===== config.mk =====
export PLATFORM = sky130hd
export DESIGN_NAME = word_index_record_parser_unit
export DESIGN_NICKNAME = d
export VERILOG_FILES = /design/src/design/wirp_pkg.sv /design/src/design/wirp_core.sv /design/src/design/wirp_out_reg.sv /design/src/design/word_index_record_parser_unit.sv
export SDC_FILE = /design/constraint.sdc
export NUM_CORES = 1
export LEC_CHECK = 0
export BUFFER_PORTS_ARGS = -buffer_cell sky130_fd_sc_hd__clkbuf_2
export CORE_ASPECT_RATIO = 0.8
export CORE_MARGIN = 2
export CORE_UTILIZATION = 55
export DETAILED_ROUTE_END_ITERATION = 12
export PLACE_DENSITY = 0.83
export SLEW_MARGIN = 40
export SYNTH_ARGS = -nofsm -noshare
export SYNTH_HDL_FRONTEND = slang
export SYNTH_SLANG_ARGS = --single-unit

===== constraint.sdc =====
create_clock -name clk -period 14 [get_ports clk]
set_input_delay 2.8 -clock clk [delete_from_list [all_inputs] [get_ports clk]]
set_output_delay 2.8 -clock clk [all_outputs]
set_load 0.01 [all_outputs]

===== src/design/wirp_pkg.sv =====
package wirp_pkg;

	typedef enum logic [1:0] {
		PH_WORD = 2'd0,
		PH_TAIL = 2'd1,
		PH_HALT = 2'd2
	} phase_t;

	localparam logic [1:0] KIND_CHAR   = 2'd0;
	localparam logic [1:0] KIND_RECORD = 2'd1;
	localparam logic [1:0] KIND_DONE   = 2'd2;
	localparam logic [1:0] KIND_ERROR  = 2'd3;

	localparam logic [1:0] ERR_LONG_WORD  = 2'd0;
	localparam logic [1:0] ERR_EMPTY_WORD = 2'd1;
	localparam logic [1:0] ERR_END_TAIL   = 2'd2;
	localparam logic [1:0] ERR_NO_RECORDS = 2'd3;

	localparam logic [2:0] TAIL_LAST = 3'd7;

	typedef struct packed {
		logic [1:0]  result_kind;
		logic [7:0]  char_value;
		logic [4:0]  char_index;
		logic [31:0] word_start;
		logic [31:0] dict_offset;
		logic [31:0] dict_size;
		logic [4:0]  kept_length;
		logic [7:0]  full_length;
		logic [31:0] record_total;
		logic [31:0] file_length;
		logic [1:0]  error_code;
	} result_t;

endpackage


===== src/design/wirp_core.sv =====
module wirp_core #(
	parameter int KEY_BYTES    = 32,
	parameter int MAX_WORD_LEN = 255
) (
	input  logic               clk,
	input  logic               arst_n,
	input  logic               step,
	input  logic [7:0]         data_byte,
	input  logic               end_of_file,
	output logic               emit,
	output wirp_pkg::result_t  result
);

	localparam int KEEP = (KEY_BYTES - 1 > 31) ? 31 : KEY_BYTES - 1;
	localparam logic [7:0] KEEP_W = 8'(KEEP);
	localparam logic [8:0] MAX_W  = 9'(MAX_WORD_LEN);

	wirp_pkg::phase_t phase_q, phase_n;
	logic [31:0] byte_pos_q, byte_pos_n;
	logic [31:0] word_start_q, word_start_n;
	logic [7:0]  word_len_q, word_len_n;
	logic [2:0]  tail_cnt_q, tail_cnt_n;
	logic [55:0] tail_shift_q, tail_shift_n;
	logic [31:0] rec_cnt_q, rec_cnt_n;

	always_comb begin
		phase_n      = phase_q;
		byte_pos_n   = byte_pos_q;
		word_start_n = word_start_q;
		word_len_n   = word_len_q;
		tail_cnt_n   = tail_cnt_q;
		tail_shift_n = tail_shift_q;
		rec_cnt_n    = rec_cnt_q;
		emit         = 1'b0;
		result       = '0;
		if (phase_q == wirp_pkg::PH_WORD || phase_q == wirp_pkg::PH_TAIL) begin
			if (end_of_file) begin
				emit    = 1'b1;
				phase_n = wirp_pkg::PH_HALT;
				if (phase_q == wirp_pkg::PH_TAIL) begin
					result.result_kind = wirp_pkg::KIND_ERROR;
					result.error_code  = wirp_pkg::ERR_END_TAIL;
				end else if (rec_cnt_q == '0) begin
					result.result_kind = wirp_pkg::KIND_ERROR;
					result.error_code  = wirp_pkg::ERR_NO_RECORDS;
				end else begin
					result.result_kind  = wirp_pkg::KIND_DONE;
					result.record_total = rec_cnt_q;
					result.file_length  = byte_pos_q;
				end
			end else begin
				byte_pos_n = byte_pos_q + 32'd1;
				if (phase_q == wirp_pkg::PH_WORD) begin
					if (word_len_q == '0)
						word_start_n = byte_pos_q;
					if (data_byte == '0) begin
						if (word_len_q == '0) begin
							emit               = 1'b1;
							phase_n            = wirp_pkg::PH_HALT;
							result.result_kind = wirp_pkg::KIND_ERROR;
							result.error_code  = wirp_pkg::ERR_EMPTY_WORD;
						end else begin
							phase_n      = wirp_pkg::PH_TAIL;
							tail_cnt_n   = '0;
							tail_shift_n = '0;
						end
					end else if ({1'b0, word_len_q} + 9'd1 > MAX_W) begin
						emit               = 1'b1;
						phase_n            = wirp_pkg::PH_HALT;
						result.result_kind = wirp_pkg::KIND_ERROR;
						result.error_code  = wirp_pkg::ERR_LONG_WORD;
					end else begin
						word_len_n = word_len_q + 8'd1;
						if (word_len_q < KEEP_W) begin
							emit               = 1'b1;
							result.result_kind = wirp_pkg::KIND_CHAR;
							result.char_value  = data_byte;
							result.char_index  = word_len_q[4:0];
						end
					end
				end else if (tail_cnt_q != wirp_pkg::TAIL_LAST) begin
					tail_shift_n = {tail_shift_q[47:0], data_byte};
					tail_cnt_n   = tail_cnt_q + 3'd1;
				end else begin
					emit               = 1'b1;
					result.result_kind = wirp_pkg::KIND_RECORD;
					result.word_start  = word_start_q;
					result.dict_offset = tail_shift_q[55:24];
					result.dict_size   = {tail_shift_q[23:0], data_byte};
					result.kept_length = (word_len_q < KEEP_W) ? word_len_q[4:0] : KEEP_W[4:0];
					result.full_length = word_len_q;
					if (rec_cnt_q != '1)
						rec_cnt_n = rec_cnt_q + 32'd1;
					phase_n      = wirp_pkg::PH_WORD;
					word_len_n   = '0;
					tail_cnt_n   = '0;
					tail_shift_n = '0;
				end
			end
		end
	end

	always_ff @(posedge clk or negedge arst_n) begin
		if (!arst_n) begin
			phase_q      <= wirp_pkg::PH_WORD;
			byte_pos_q   <= '0;
			word_start_q <= '0;
			word_len_q   <= '0;
			tail_cnt_q   <= '0;
			tail_shift_q <= '0;
			rec_cnt_q    <= '0;
		end else if (step) begin
			phase_q      <= phase_n;
			byte_pos_q   <= byte_pos_n;
			word_start_q <= word_start_n;
			word_len_q   <= word_len_n;
			tail_cnt_q   <= tail_cnt_n;
			tail_shift_q <= tail_shift_n;
			rec_cnt_q    <= rec_cnt_n;
		end
	end

endmodule


===== src/design/wirp_out_reg.sv =====
module wirp_out_reg (
	input  logic               clk,
	input  logic               arst_n,
	input  logic               push,
	input  wirp_pkg::result_t  push_data,
	output logic               can_load,
	output logic               out_valid,
	input  logic               out_ready,
	output wirp_pkg::result_t  out_data
);

	logic              valid_q;
	wirp_pkg::result_t data_q;

	// loads when empty or when the held request leaves this cycle
	assign can_load  = !valid_q || out_ready;
	assign out_valid = valid_q;
	assign out_data  = data_q;

	always_ff @(posedge clk or negedge arst_n) begin
		if (!arst_n) begin
			valid_q <= 1'b0;
		end else if (push) begin
			valid_q <= 1'b1;
		end else if (out_ready) begin
			valid_q <= 1'b0;
		end
	end

	always_ff @(posedge clk) begin
		if (push)
			data_q <= push_data;
	end

endmodule


===== src/design/word_index_record_parser_unit.sv =====
// Path: an accepted byte is held in the input register, and its result is then written
// to the result register, which drives the output (input register, then result register).
// Throughput: one byte per cycle while the output is not stalled; the parse state update is one short step per byte.
// Reset: arst_n clears the parse state, byte position and record count and
// empties both registers; after a done or error result the unit ignores input until reset.
module word_index_record_parser_unit #(
	parameter int KEY_BYTES    = 32,
	parameter int MAX_WORD_LEN = 255
) (
	input  logic        clk,
	input  logic        arst_n,
	input  logic        in_valid,
	output logic        in_ready,
	input  logic [7:0]  data_byte,
	input  logic        end_of_file,
	output logic        out_valid,
	input  logic        out_ready,
	output logic [1:0]  result_kind,
	output logic [7:0]  char_value,
	output logic [4:0]  char_index,
	output logic [31:0] word_start,
	output logic [31:0] dict_offset,
	output logic [31:0] dict_size,
	output logic [4:0]  kept_length,
	output logic [7:0]  full_length,
	output logic [31:0] record_total,
	output logic [31:0] file_length,
	output logic [1:0]  error_code
);

	logic              valid_s1;
	logic [7:0]        data_s1;
	logic              eof_s1;
	logic              can_load;
	logic              advance;
	logic              emit;
	wirp_pkg::result_t core_res;
	wirp_pkg::result_t out_res;

	assign advance  = valid_s1 && can_load;
	assign in_ready = !valid_s1 || advance;

	always_ff @(posedge clk or negedge arst_n) begin
		if (!arst_n) begin
			valid_s1 <= 1'b0;
		end else if (in_ready) begin
			valid_s1 <= in_valid;
		end
	end

	always_ff @(posedge clk) begin
		if (in_ready && in_valid) begin
			data_s1 <= data_byte;
			eof_s1  <= end_of_file;
		end
	end

	wirp_core #(
		.KEY_BYTES    (KEY_BYTES),
		.MAX_WORD_LEN (MAX_WORD_LEN)
	) u_core (
		.clk         (clk),
		.arst_n      (arst_n),
		.step        (advance),
		.data_byte   (data_s1),
		.end_of_file (eof_s1),
		.emit        (emit),
		.result      (core_res)
	);

	wirp_out_reg u_out (
		.clk       (clk),
		.arst_n    (arst_n),
		.push      (advance && emit),
		.push_data (core_res),
		.can_load  (can_load),
		.out_valid (out_valid),
		.out_ready (out_ready),
		.out_data  (out_res)
	);

	assign result_kind  = out_res.result_kind;
	assign char_value   = out_res.char_value;
	assign char_index   = out_res.char_index;
	assign word_start   = out_res.word_start;
	assign dict_offset  = out_res.dict_offset;
	assign dict_size    = out_res.dict_size;
	assign kept_length  = out_res.kept_length;
	assign full_length  = out_res.full_length;
	assign record_total = out_res.record_total;
	assign file_length  = out_res.file_length;
	assign error_code   = out_res.error_code;

endmodule


==> out/qor.yml <==
outcome: "finished, final reports clean"
vias_per_cell: 5.51
start_kind: "input pin"
grt_pass1_wl_um: 45400
path_class: "in -> out"
antenna-diode-count: 0
drc: 0
ff2ff_path_depth: 10
setup_violations: 0
worst_pin_slew_ns: 0.798
fin_crit_ns: 6.24
cts-htree-levels: 2
reg2reg_slack_ns: 10.20
yosys_warnings: 0
dp_cells: 1530
die-area_um2: 27700
vdd_ir_drop_max_mv: 0.0713
whs_path_depth: 2
fp.dieH_um: 149
fmax_mhz: 160
gr-total-overflow: 0
fin_cells: 1597
worstPathArrival_ns: 3.44
synth_seq_cells: 366
drt_iter0_markers: 889
start_util: 0.556
finalCritPeriodShare: 0.446
cts-buffers-inserted: 37
clock_latency_ns: 0.52
worstReg2RegStart: "u_core.word_len_q[0]$_DFFE_PN0P_"
synth-edff-count: 199
reg2reg_to: "u_out.out_data[17]$_SDFFCE_PP0P_"
drive_gt1_frac: 0.265
max_slew_margin: 0.468
ys_async_sr_fraction: 0.456
min-delay-start: "u_core.tail_cnt_q[2]$_DFFE_PN0P_"
finalMaxSlewViolations: 0
cts_setup_buffers: 0
fin_skew_ns: 0.00877
fin_area_um2: 17100
drtPass1Iterations: 6
worst_slack_ns: 7.76
yosys-top-cells-area: "edfxtp_1 (41%), dfrtp_1 (29%), and2_1 (7.9%)"
cts_tree: "yes"
synthDistinctLibCells: 54
netlist_area_um2: 14500
dpl.hpwl_um: 18700
cp_max_fo: 3
power_density_nw_per_um2: 145
synthCells: 1006
grt_max_degree: 106
area_growth_pct: 18.3
vias: 8795
grt_antenna_before_repair: 0
synth_top_area_frac: 0.413
drtAntennaViolNets: 0
synth.net_count: 1027
min_to: "u_core.tail_cnt_q[2]$_DFFE_PN0P_"
boundaryPins: 205
hold_class: "reg -> reg"
timing.hold.ws_ns: 0.483
dieWidth_um: 185
final_common_cell: "clkbuf_2"
core_area_um2: 26100
row_count: 53
grtUsageTotal: 0.210
final_net_count: 1233
wl_per_cell_um: 18.1
seq_area_frac_synth: 0.701
clkSinkCount: 366
leakage_nw: 7.18
maxCapViolCount: 0
timing.setup.tns_ns: 0
pre_cts_slack_ns: 7.75
syn_area_per_cell_um2: 14.4
crit_required_ns: 11.20
hold_viol_final: 0
yosys.area.top_type: "edfxtp_1"
holdBufCountCts: 0
rsz0062_at_grt: "no"
post_cts_resize_count: 0
dpl_cell_area_um2: 16000
final_cell_mix: "clkbuf_2 (203), edfxtp_1 (199), and2_1 (182)"
routed_wl_um: 28900
first_global_vias: 8380
endpoint_kind: "primary output"
path_clk_slew_ns: 0.06
gp_congestion: 0.879
cts_root_buf: "clkbuf_16"
synth_top_flop_cell: "edfxtp_1"
clk_path_buf_depth: 3
io_buffers: 204
worst max-delay path, stage by stage:
cell and delay, ns:
clkbuf_2 0.09, nor2b_1 0.26, nand2_1 0.14, clkbuf_2 0.15
state kept, by name (all words and copies together), names as in the netlist:
register,flops
u_out.out_data,190
u_core.tail_shift_q,56
u_core.byte_pos_q,32
u_core.rec_cnt_q,32
u_core.word_start_q,32
data_s1,8
u_core.word_len_q,8
u_core.tail_cnt_q,3
u_core.phase_q,2
eof_s1,1
u_out.out_valid,1
valid_s1,1
layer usage:
layer | global-route usage | vias to the layer above | part of all wire
met2 | 0.314 | 281 | 0.46
li1 | - | 4050 | -
met4 | 0.0651 | 0 | 0.022
met1 | 0.322 | 4420 | 0.47
met3 | 0.0300 | 44 | 0.048
met5 | 0 | - | 0
synth_stat cells, types with 2 or more instances:
library cell	n
a211o_1	2
a21o_1	3
a21oi_1	6
a21oi_2	2
a22o_1	57
a31oi_1	6
a41o_1	2
and2_1	182
and3_1	15
and4_1	9
and4b_1	2
buf_2	12
buf_6	2
clkbuf_1	34
dfrtp_1	167
edfxtp_1	199
ha_1	8
inv_1	9
mux2_2	35
nand2_1	42
nand2b_1	3
nand3_1	29
nand4_1	21
nor2_1	21
nor2_2	4
nor2b_1	3
nor3_1	14
nor3b_1	2
nor4_1	15
nor4_2	3
o21a_1	5
o21ai_0	4
o22ai_1	2
o311ai_0	2
o31ai_1	2
or2_1	2
or2_2	3
xnor2_1	51
xor2_1	11
report_power, final:
part           switching [mW]  total, mW  internal (mW)
clock network           0.397      0.953          0.557
logic                  0.0999      0.199         0.0987
registers              0.0974       1.34           1.24
area by class of cell:
class	instances	area [um2]
sequential	366	10200
tap	357	447
fill	1885	8920
clock inverter	21	160
inverter	9	33.8
clock buffer	46	1020
multi-input combinational	583	4140
timing repair buffer	215	1190
logic make-up (layout without fill, tap and decap cells):
kind of cell | Yosys count | count (layout) | synth area share
AOI/OAI and AO/OA | 100 | 100 | 0.0556
xor gates and xnor gates | 62 | 62 | 0.0375
adders and majority gates | 8 | 8 | 0.00691
buffers and inverters | 57 | 291 | 0.0168
DFF | 366 | 366 | 0.701
muxes | 36 | 36 | 0.0279
and+or+nand+nor | 377 | 377 | 0.154
worst max-delay path by stage:
stage / start / end / slack, ns / cells past startpoint
finish: out_ready / in_ready / 7.76 / 4
global route: out_ready / in_ready / 7.66 / 4
CTS: out_ready / in_ready / 7.75 / 4
detailed placement: out_ready / in_ready / 7.75 / 4
global placement: out_ready / in_ready / 7.79 / 4
floorplan: out_ready / u_out.out_valid$_DFFE_PN0P_ / 0.14 / 6
metrics by stage:
step | util | total power [mW]
5_1_grt | 0.658 | 2.59
3_5_place_dp | 0.612 | 1.56
6_report | 0.658 | 2.49
3_3_place_gp | 0.608 | 1.54
2_1_floorplan | - | 1.48
4_1_cts | 0.658 | 2.51
Power figures use the tool's default switching activity.
